[src/rtl/dxtd_pkg.sv]
// dxtd_pkg: shared types, mode codes and small arithmetic helpers for the
// dxt texture block decoder. No dependencies.
`timescale 1ns / 1ps
`default_nettype none

package dxtd_pkg;

  // block format codes held in the mode register
  localparam logic [1:0] MODE_DXT1 = 2'd0;
  localparam logic [1:0] MODE_DXT3 = 2'd1;
  localparam logic [1:0] MODE_DXT5 = 2'd2;

  localparam logic [3:0] LAST_PIXEL = 4'd15;
  localparam logic [7:0] ALPHA_OPAQUE = 8'd255;

  // one compressed block
  typedef struct packed {
    logic [63:0] alpha_block;
    logic [63:0] color_block;
  } in_beat_t;

  // one decoded pixel
  typedef struct packed {
    logic [7:0] red;
    logic [7:0] green;
    logic [7:0] blue;
    logic [7:0] alpha;
    logic [3:0] pixel_index;
    logic       last;
  } out_beat_t;

  // decoded palettes of one block, handed to the pixel serializer
  typedef struct packed {
    logic [1:0]            mode;
    logic                  four;
    logic [3:0][2:0][7:0]  pal;    // entry, channel r/g/b
    logic [7:0][7:0]       av;     // dxt5 alpha palette
    logic [31:0]           cidx;   // 2-bit color index per pixel
    logic [63:0]           ablk;   // raw alpha bits
  } dxtd_blk_t;

  // 565 widening by bit replication
  function automatic logic [7:0] expand5(input logic [4:0] v);
    return {v, v[4:2]};
  endfunction

  function automatic logic [7:0] expand6(input logic [5:0] v);
    return {v, v[5:4]};
  endfunction

  // floor(x / 3) for x <= 765 by reciprocal multiply
  function automatic logic [7:0] div3(input logic [9:0] x);
    logic [20:0] p;
    p = {11'd0, x} * 21'd683;
    return p[18:11];
  endfunction

  // floor(x / 7) for x <= 1785
  function automatic logic [7:0] div7(input logic [10:0] x);
    logic [22:0] p;
    p = {12'd0, x} * 23'd2341;
    return p[21:14];
  endfunction

  // floor(x / 5) for x <= 1275
  function automatic logic [7:0] div5(input logic [10:0] x);
    logic [22:0] p;
    p = {12'd0, x} * 23'd3277;
    return p[21:14];
  endfunction

endpackage

`default_nettype wire

[src/rtl/dxtd_palette.sv]
// dxtd_palette: three-stage pipeline that builds the color and alpha
// palettes of one block. Depends on dxtd_pkg.
`timescale 1ns / 1ps
`default_nettype none

module dxtd_palette import dxtd_pkg::*; (
  input  wire logic       clk,
  input  wire logic       rst,
  input  wire logic [1:0] mode,
  input  wire logic       in_valid,
  output logic            in_stall,
  input  wire in_beat_t   in_data,
  output logic            blk_valid,
  input  wire logic       blk_ready,
  output dxtd_blk_t       blk
);

  // stage valids and ready chain
  logic v0, v1, v2;
  logic rdy0, rdy1, rdy2;

  assign rdy2     = !v2 || blk_ready;
  assign rdy1     = !v1 || rdy2;
  assign rdy0     = !v0 || rdy1;
  assign in_stall = !rdy0;
  assign blk_valid = v2;

  // stage 0: input capture
  in_beat_t   d0;
  logic [1:0] m0;

  always_ff @(posedge clk) begin
    if (rst) begin
      v0 <= 1'b0;
    end else if (rdy0) begin
      v0 <= in_valid;
    end
    if (rdy0 && in_valid) begin
      d0 <= in_data;
      m0 <= mode;
    end
  end

  // stage a: endpoint widening, color sums, alpha numerators
  logic [15:0]          e0, e1;
  logic [2:0][7:0]      c0_a, c1_a;
  logic [2:0][9:0]      s2_a, s3_a;
  logic [5:0][10:0]     num_a;
  logic [7:0]           a0_a, a1_a;
  logic                 gt_a, four_a;

  always_comb begin
    e0 = d0.color_block[15:0];
    e1 = d0.color_block[31:16];
    c0_a[0] = expand5(e0[15:11]);
    c0_a[1] = expand6(e0[10:5]);
    c0_a[2] = expand5(e0[4:0]);
    c1_a[0] = expand5(e1[15:11]);
    c1_a[1] = expand6(e1[10:5]);
    c1_a[2] = expand5(e1[4:0]);
    four_a = (m0 == MODE_DXT3) || (m0 == MODE_DXT5) || (e0 > e1);
    for (int ch = 0; ch < 3; ch++) begin
      if (four_a) begin
        s2_a[ch] = {1'b0, c0_a[ch], 1'b0} + {2'b00, c1_a[ch]};
        s3_a[ch] = {2'b00, c0_a[ch]} + {1'b0, c1_a[ch], 1'b0};
      end else begin
        s2_a[ch] = {2'b00, c0_a[ch]} + {2'b00, c1_a[ch]};
        s3_a[ch] = 10'd0;
      end
    end
    a0_a = d0.alpha_block[7:0];
    a1_a = d0.alpha_block[15:8];
    gt_a = a0_a > a1_a;
    // inner alpha weights, k = 1..6
    for (int k = 1; k <= 6; k++) begin
      if (gt_a) begin
        num_a[k-1] = {3'd0, a0_a} * 11'(7 - k) + {3'd0, a1_a} * 11'(k);
      end else if (k <= 4) begin
        num_a[k-1] = {3'd0, a0_a} * 11'(5 - k) + {3'd0, a1_a} * 11'(k);
      end else begin
        num_a[k-1] = 11'd0;
      end
    end
  end

  logic [2:0][7:0]  c0_1, c1_1;
  logic [2:0][9:0]  s2_1, s3_1;
  logic [5:0][10:0] num_1;
  logic [7:0]       a0_1, a1_1;
  logic             gt_1, four_1;
  logic [1:0]       m1;
  logic [31:0]      cidx_1;
  logic [63:0]      ablk_1;

  always_ff @(posedge clk) begin
    if (rst) begin
      v1 <= 1'b0;
    end else if (rdy1) begin
      v1 <= v0;
    end
    if (rdy1 && v0) begin
      c0_1   <= c0_a;
      c1_1   <= c1_a;
      s2_1   <= s2_a;
      s3_1   <= s3_a;
      num_1  <= num_a;
      a0_1   <= a0_a;
      a1_1   <= a1_a;
      gt_1   <= gt_a;
      four_1 <= four_a;
      m1     <= m0;
      cidx_1 <= d0.color_block[63:32];
      ablk_1 <= d0.alpha_block;
    end
  end

  // stage b: constant divisions into palette entries
  dxtd_blk_t blk_b;

  always_comb begin
    blk_b.mode = m1;
    blk_b.four = four_1;
    blk_b.cidx = cidx_1;
    blk_b.ablk = ablk_1;
    for (int ch = 0; ch < 3; ch++) begin
      blk_b.pal[0][ch] = c0_1[ch];
      blk_b.pal[1][ch] = c1_1[ch];
      blk_b.pal[2][ch] = four_1 ? div3(s2_1[ch]) : s2_1[ch][8:1];
      blk_b.pal[3][ch] = four_1 ? div3(s3_1[ch]) : 8'd0;
    end
    blk_b.av[0] = a0_1;
    blk_b.av[1] = a1_1;
    for (int k = 1; k <= 6; k++) begin
      if (gt_1) begin
        blk_b.av[k+1] = div7(num_1[k-1]);
      end else if (k <= 4) begin
        blk_b.av[k+1] = div5(num_1[k-1]);
      end else if (k == 5) begin
        blk_b.av[k+1] = 8'd0;
      end else begin
        blk_b.av[k+1] = ALPHA_OPAQUE;
      end
    end
  end

  always_ff @(posedge clk) begin
    if (rst) begin
      v2 <= 1'b0;
    end else if (rdy2) begin
      v2 <= v1;
    end
    if (rdy2 && v1) begin
      blk <= blk_b;
    end
  end

endmodule

`default_nettype wire

[src/rtl/dxtd_serializer.sv]
// dxtd_serializer: holds one decoded block and emits its sixteen pixels,
// one per cycle while out_stall is low, through an output register. Depends on dxtd_pkg.
`timescale 1ns / 1ps
`default_nettype none

module dxtd_serializer import dxtd_pkg::*; (
  input  wire logic      clk,
  input  wire logic      rst,
  input  wire logic      blk_valid,
  output logic           blk_ready,
  input  wire dxtd_blk_t blk,
  output logic           out_valid,
  input  wire logic      out_stall,
  output out_beat_t      out_data
);

  logic      busy;
  logic [3:0] cnt;
  dxtd_blk_t cur;
  logic      adv, emit, done;

  assign adv       = !out_valid || !out_stall;
  assign emit      = busy && adv;
  assign done      = emit && (cnt == LAST_PIXEL);
  assign blk_ready = !busy || done;

  // pixel selection from the held palettes
  logic [1:0] ci;
  out_beat_t  pix;

  always_comb begin
    ci = cur.cidx[1:0];
    pix.red         = cur.pal[ci][0];
    pix.green       = cur.pal[ci][1];
    pix.blue        = cur.pal[ci][2];
    pix.pixel_index = cnt;
    pix.last        = (cnt == LAST_PIXEL);
    case (cur.mode)
      MODE_DXT3: pix.alpha = {cur.ablk[3:0], cur.ablk[3:0]};
      MODE_DXT5: pix.alpha = cur.av[cur.ablk[18:16]];
      default:   pix.alpha = (!cur.four && ci == 2'd3) ? 8'd0 : ALPHA_OPAQUE;
    endcase
  end

  // block hold, pixel counter and output register
  always_ff @(posedge clk) begin
    if (rst) begin
      busy      <= 1'b0;
      cnt       <= 4'd0;
      out_valid <= 1'b0;
    end else begin
      if (adv) begin
        out_valid <= busy;
      end
      if (blk_ready) begin
        busy <= blk_valid;
      end
      if (blk_ready && blk_valid) begin
        cnt <= 4'd0;
      end else if (emit) begin
        cnt <= cnt + 4'd1;
      end
    end
    if (blk_ready && blk_valid) begin
      cur <= blk;
    end else if (emit) begin
      cur.cidx <= cur.cidx >> 2;
      cur.ablk <= (cur.mode == MODE_DXT3) ? (cur.ablk >> 4) : (cur.ablk >> 3);
    end
    if (emit) begin
      out_data <= pix;
    end
  end

endmodule

`default_nettype wire

[src/rtl/dxt_texture_block_decoder_core.sv]
// path: a block beat passes the palette stages and the serializer's block hold before
// its first pixel is registered on out_data; the other fifteen follow one per cycle when
// out_stall is low; the block rate is set by the single pixel output port
// reset (rst, synchronous): clears all valid bits and the pixel counter, mode to dxt1
// dxt_texture_block_decoder_core: mode register, palette pipeline and serializer.
// Depends on dxtd_pkg, dxtd_palette, dxtd_serializer.
`timescale 1ns / 1ps
`default_nettype none

module dxt_texture_block_decoder_core import dxtd_pkg::*; (
  input  wire logic       clk,
  input  wire logic       rst,
  input  wire logic       cfg_we,
  input  wire logic [1:0] cfg_wdata,
  input  wire logic       in_valid,
  output logic            in_stall,
  input  wire in_beat_t   in_data,
  output logic            out_valid,
  input  wire logic       out_stall,
  output out_beat_t       out_data
);

  // mode register
  logic [1:0] mode;

  always_ff @(posedge clk) begin
    if (rst) begin
      mode <= MODE_DXT1;
    end else if (cfg_we) begin
      mode <= cfg_wdata;
    end
  end

  logic      blk_valid, blk_ready;
  dxtd_blk_t blk;

  dxtd_palette u_palette (
    .clk       (clk),
    .rst       (rst),
    .mode      (mode),
    .in_valid  (in_valid),
    .in_stall  (in_stall),
    .in_data   (in_data),
    .blk_valid (blk_valid),
    .blk_ready (blk_ready),
    .blk       (blk)
  );

  dxtd_serializer u_serializer (
    .clk       (clk),
    .rst       (rst),
    .blk_valid (blk_valid),
    .blk_ready (blk_ready),
    .blk       (blk),
    .out_valid (out_valid),
    .out_stall (out_stall),
    .out_data  (out_data)
  );

endmodule

`default_nettype wire

[config.mk]
export PLATFORM = sky130hd
export DESIGN_NAME = dxt_texture_block_decoder_core
export DESIGN_NICKNAME = d
export VERILOG_FILES = /design/src/rtl/dxtd_pkg.sv /design/src/rtl/dxtd_palette.sv /design/src/rtl/dxtd_serializer.sv /design/src/rtl/dxt_texture_block_decoder_core.sv
export SDC_FILE = /design/constraint.sdc
export NUM_CORES = 2
export LEC_CHECK = 0
export BUFFER_PORTS_ARGS = -buffer_cell sky130_fd_sc_hd__buf_2
export CAP_MARGIN = 20
export CORE_AREA = 2 2 320 322
export DETAILED_ROUTE_END_ITERATION = 7
export DIE_AREA = 0 0 322 324
export GPL_ROUTABILITY_DRIVEN = 0
export PLACE_DENSITY = 0.85
export SLEW_MARGIN = 10
export SYNTH_ARGS = -nofsm -noshare
export SYNTH_HDL_FRONTEND = slang
export SYNTH_SLANG_ARGS = --single-unit
[constraint.sdc]
create_clock -name clk -period 25.4 [get_ports clk]
set_clock_uncertainty 0.1 [all_clocks]
set_input_delay 2.54 -clock clk [delete_from_list [all_inputs] [get_ports clk]]
set_output_delay 2.54 -clock clk [all_outputs]
set_load 0.02 [all_outputs]
# ---- Word level (Yosys, flattened, before mapping)
# Cells that the tools add are included.
dict set report word_totals {
  elab_cells 188
  inputBits 135
  output_inout_bits 39
  register_bits 986
}
dict set report op_classes {
  n_eq_ne 6
  n_mux 23
  addsub 20
  n_reduce_logical 24
  n_mul 22
  magnitude_cmp 4
}
# cell n
set ops {}
lappend ops {{$mul 11x12->22 const B} 10}
lappend ops {{$mux 96} 2}
lappend ops {{$mul 10x10->19 const B} 6}
lappend ops {{$mux 8} 9}
lappend ops {{$mux 61} 1}
lappend ops {{$bmux 24 s2} 1}
lappend ops {{$mux 11} 4}
lappend ops {{$mul 8x2->10 const B} 4}
lappend ops {{$add 8x9->10} 3}
lappend ops {{$add 9x8->10} 3}
lappend ops {{$mux 10} 3}
lappend ops {{$add 8x8->9} 3}
lappend ops {{$bmux 8 s3} 1}
lappend ops {{$mux 24} 1}
lappend ops {{$add 10x10->11} 2}
lappend ops {{$mul 8x3->11 const B} 2}
lappend ops {{$gt 16x16->1} 1}
lappend ops {{$pmux 8 s2} 1}
lappend ops {{$add 10x8->11} 1}
lappend ops {{$add 10x9->11} 1}
lappend ops {{$add 11x8->11} 1}
lappend ops {{$add 11x9->11} 1}
lappend ops {{$add 8x10->11} 1}
lappend ops {{$add 8x11->11} 1}
lappend ops {{14 further kinds} 36}

# ---- Logic depth before layout (Yosys ltp)
dict set report logic_depth {
  word_depth 9
  ltp_mapped 21
}

# ---- Modules after synthesis
# Synthesis repeated with hierarchy kept, for this count alone.
dict set report hier_totals {
  cells_unflattened 5214
  area_unflattened_um2 65082.4
}
# module cells_each seq_area_each_um2 area_each_um2 instances
set by_module_without_submodules {}
lappend by_module_without_submodules {dxtd_palette 4517 18407.7 52816.9 1}
lappend by_module_without_submodules {dxtd_serializer 691 9008.6 12197.9 1}
lappend by_module_without_submodules {dxt_texture_block_decoder_core 6 40.0 67.6 1}

# ---- Worst setup path after synthesis
# Ideal clock, no wire load.
dict set report synth_timing {
  kind {in2reg}
  from {input port out_stall}
  to {register, netlist name u_palette.blk[0]}
  setup_slack_ns 5.025
  setup_ns 1.160
  t_required_ns 24.140
  path_buffers 0
  arrival_time_ns 19.116
  path_stages 3
  cell_sequence {nand2_1 -> a21boi_1 -> a21boi_0}
}
dict set report synth_between {
  elab_chain_cells 7
}
# item line_no
set synth_lines {}
lappend synth_lines {{start, declared} dxt_texture_block_decoder_core.sv:19} ;# input wire logic out_stall,
lappend synth_lines {{$logic_not 1->1} dxtd_serializer.sv:22} ;# assign adv = !out_valid || !out_stall;
lappend synth_lines {{$logic_or 1x1->1} dxtd_serializer.sv:22}
lappend synth_lines {{$logic_and 1x1->1} dxtd_serializer.sv:23} ;# assign emit = busy && adv;
lappend synth_lines {{$logic_and 1x1->1} dxtd_serializer.sv:24} ;# assign done = emit && (cnt == LAST_PIXEL);
lappend synth_lines {{$logic_or 1x1->1} dxtd_serializer.sv:25} ;# assign blk_ready = !busy || done;
lappend synth_lines {{$logic_or 1x1->1} dxtd_palette.sv:22} ;# assign rdy2 = !v2 || blk_ready;
lappend synth_lines {{$logic_and 1x1->1} dxtd_palette.sv:152} ;# if (rdy2 && v1) begin
# No other way between the ends.
# A chain may end at the register's enable or synchronous reset.

# ---- Worst setup path in the final report
dict set report layout_timing {
  from {input port out_stall}
  to {output port in_stall}
}
dict set report layout_between {
  elab_chain_cells 9
}
# item line_no
set layout_lines {}
lappend layout_lines {{$logic_not 1->1} dxtd_serializer.sv:22}
lappend layout_lines {{$logic_or 1x1->1} dxtd_serializer.sv:22}
lappend layout_lines {{$logic_and 1x1->1} dxtd_serializer.sv:23}
lappend layout_lines {{$logic_and 1x1->1} dxtd_serializer.sv:24}
lappend layout_lines {{$logic_or 1x1->1} dxtd_serializer.sv:25}
lappend layout_lines {{$logic_or 1x1->1} dxtd_palette.sv:22}
lappend layout_lines {{$logic_or 1x1->1} dxtd_palette.sv:23} ;# assign rdy1 = !v1 || rdy2;
lappend layout_lines {{$logic_or 1x1->1} dxtd_palette.sv:24} ;# assign rdy0 = !v0 || rdy1;
lappend layout_lines {{$logic_not 1->1} dxtd_palette.sv:25} ;# assign in_stall = !rdy0;
lappend layout_lines {{end, declared} dxt_texture_block_decoder_core.sv:16} ;# output logic in_stall,
# No other way between the ends.

==> metrics <==
Max Cap Violations 0; Die Area 104000 um2; number of violations reported at the end of detailed-routing iteration 0 ~2.6k; share of power burned in the clock network 0.152; clock tree from TritonCTS done; relative area change from synthesis to final layout 8.77%; classification of the worst setup path in -> out; routed via count 38.7k; Worst Path Arrival 4180 ps; number of cells produced by synthesis 5138; Register-to-Register Setup Slack a little under 20000 ps; average footprint of a synthesized cell 12.5 um2; Min-Delay Endpoint u_palette.blk[5]$_DFFE_PP_; placed wire-length estimate after detailed placement 97.3 mm; IR drop worst, VDD 0.0000922 V; dominant register cell in the synthesized netlist edfxtp_1; sequential cell area in the final layout 27000 um2; combined area of all synthesized cells 64000 um2; global-route wire length before repair between 200 and 250 mm; Worst setup SP type input pin; Root Buffer clkbuf_16; cts bufs inserted 90; critical path peak fanout 7; remaining number of nets flagged by the antenna check after routing 0; GRT Residual Overflow 0; vertical die dimension 324 um; fraction of layout instances using a drive strength above 1 0.0870; aggregate global-route resource usage 0.258; Worst Hold Slack 255 ps; clock slew seen by the registers of the worst setup and hold paths ~60 ps; Die Width 322 um; number of non-filler instances in the completed layout between 6k and 7k; synth top area cells edfxtp_1, ha_1, fa_1, inv_1, xnor2_1; Ys Warns 0; crit end category output pin; total of endpoints with negative setup slack in the final report 0; setup repair after global routing missed its margin false; effective utilization at floorplan 0.634; area of the multi-input gates 33300 um2; final net count 7000; total internal power slightly above 5 mW; clock latency reported for the late side of the worst-skew pair 690 ps; end of the worst register-to-register path u_palette.blk[135]$_DFFE_PP_; relative slew slack 0.292; initial antenna violation count 17; Syn Nets 6783; worst reg2reg path startpoint u_palette.num_1[31]$_DFFE_PP_; count of cell types in the netlist 73; class of the most critical hold timing path reg -> reg; power per standard cell area between 100 and 150 nW/um2; final routed wirelength across all metal layers 131 mm; first element of the critical path out_stall; share of async-settable or async-resettable flops after synthesis 0; register bit count reported by yosys 902; I/O pins ~170; CTS H-tree lvls 3; leakage power figure 31.6 nW; switching power as a share of total power 0.427; post-synthesis sequential area ratio 0.421; number of I/O port buffers ~170; Placed Instances ~6.6k; DRC violation count after routing 0; Final Max Tran Viols 0; Sequential Power Share 0.226; part of the total power dissipated in combinational logic 0.623; final critical-path required period 6820 ps; area of the placeable core around 100000 um2; Post-CTS Setup Repair Bufs 0; Data required, critical path 22760 ps; number of clock sinks 902; count of flip-flops with a built-in enable after synthesis 891; drt via density 5.74; switching component of the power between 3 and 4 mW; actual transition at the worst max-transition pin 1060 ps; min-delay src u_palette.ablk_1[5]$_DFFE_PP_; Hold Path Cell Cnt 0; maximum number of pins on one net before global-route repair 212; 1st-pass router iterations 5; run status finished clean; final total negative setup slack 0 ps; number of global-route vias before repair 40.9k; final hold violations 0; cts-stage hold buffer count 0; maximum clock path buffer count 3; highest clock rate 147 MHz; Gates resized, CTS repair 0; logic depth of the worst register-to-register path 19; Period Utilization, post-route 0.269; per-cell routed wire length 19.5 um; number of inserted filler cells in the final layout 6671; standard-cell row count 117; library cell with the largest summed area after synthesis edfxtp_1; proportion of netlist area held by the largest area contributor 0.418
critical path, stage by stage:
cell and delay [ps]:
buf_2 110, nand2_1 100, a21boi_1 820, nand4_1 260
inv_1 170, buf_2 180
layout make-up:
class	count	area share
multi-input cells	3218	0.478
flip-flops and latches	902	0.387
inverters	944	0.0509
clock inverters	61	0.0109
repair buffers	199	0.0157
well taps	1309	0.0235
clock buffers	104	0.0331
diodes	7	0.000252
Yosys cell counts, types with 46 or more instances:
cell type and number:
ha_1 1146, inv_1 943, edfxtp_1 891, fa_1 364
a21oi_1 241, xnor2_1 198, o21ai_0 184, nor2_1 169
nand2_1 165, mux2i_1 82, xor2_1 65, a21o_1 61
clkbuf_1 57, mux2_2 55, o21bai_1 49, and2_1 46
cells in the final DEF, fill, tap and decap left out, drive strengths merged, types with 6 or more instances in the layout:
master   Yosys  final
ha        1146   1146
inv        943    948
edfxtp     891    891
fa         364    364
a21oi      242    242
buf         17    199
xnor2      198    198
o21ai      187    187
nor2       169    169
nand2      165    165
clkbuf      57    104
mux2i       82     82
xor2        65     65
a21o        62     62
mux2        56     56
o21bai      49     49
and2        46     46
clkinv       1     43
mux4        40     40
nor3        40     40
nor2b       39     39
nand3       33     33
nand4       21     21
nand2b      20     20
a31oi       19     19
o21a        18     18
or2         15     15
or3         14     14
and3        13     13
o31ai       12     12
a22oi       11     11
dfxtp       11     11
bufinv       0     10
o211ai       9      9
diode        0      7
a211oi       7      7
and3b        6      6
a2111oi      6      6
registers in the layout, indices dropped and copies added, names as in the netlist, 2 cells and up:
name	flops
u_palette.a0_a	8
u_serializer.ci	2
u_palette.s3_1	30
u_palette.s2_1	30
u_palette.num_1	62
u_palette.ablk_1	64
u_palette.cidx_1	32
u_palette.d0	80
mode	2
u_serializer.cur	241
u_serializer.out_data	37
u_palette.blk	227
u_palette.m0	2
u_palette.c1_a	16
u_palette.blk_b	32
u_palette.c0_a	16
u_serializer.cnt	4
u_palette.a1_a	8
u_palette.m1	2
cells by family after synthesis:
kind of cell | share of synthesized area
buffers and inverters | 0.0598
XOR/XNOR | 0.0360
flip-flops | 0.421
AO/OA/AOI/OAI | 0.0635
AND/OR/NAND/NOR | 0.0446
multiplexers | 0.0368
adder cells (fa/ha/maj) | 0.338
how the worst max path moves through the flow:
stage,to,slack (ps),cells past startpoint
2_1_floorplan,u_palette.blk[0]$_DFFE_PP_,5020,3
3_3_place_gp,in_stall,18840,6
3_5_place_dp,in_stall,18740,6
4_1_cts,in_stall,18620,6
5_1_grt,in_stall,18530,6
6_report,in_stall,18580,6
layer usage:
metal  wire length (um)  global-route usage  vias up
met5                 83                   0        -
met1              54600               0.336    18995
met2              65000               0.443     1121
li1                   -                   -    18300
met4               4260              0.0911       14
met3               7610              0.0384      260
through the flow:
stage               area, um2  total power, mW   util  setup WS [ps]
finish                  69600             8.98  0.689          18580
global route            69600             9.90  0.689          18530
CTS                     69600             9.01  0.689          18620
detailed placement      66500             7.55  0.659          18740
global placement        66500             7.22  0.659          18840
floorplan               64000             6.21      -           5020
power groups by stage:
stage               clock network (mW)  registers, mW  logic [mW]
floorplan                            0           2.02        4.19
global placement                     0           2.05        5.17
detailed placement                   0           2.05        5.50
CTS                               1.38           2.02        5.61
global route                      1.44           2.04        6.43
finish                            1.36           2.03        5.59
(Power assumes the default switching activity.)
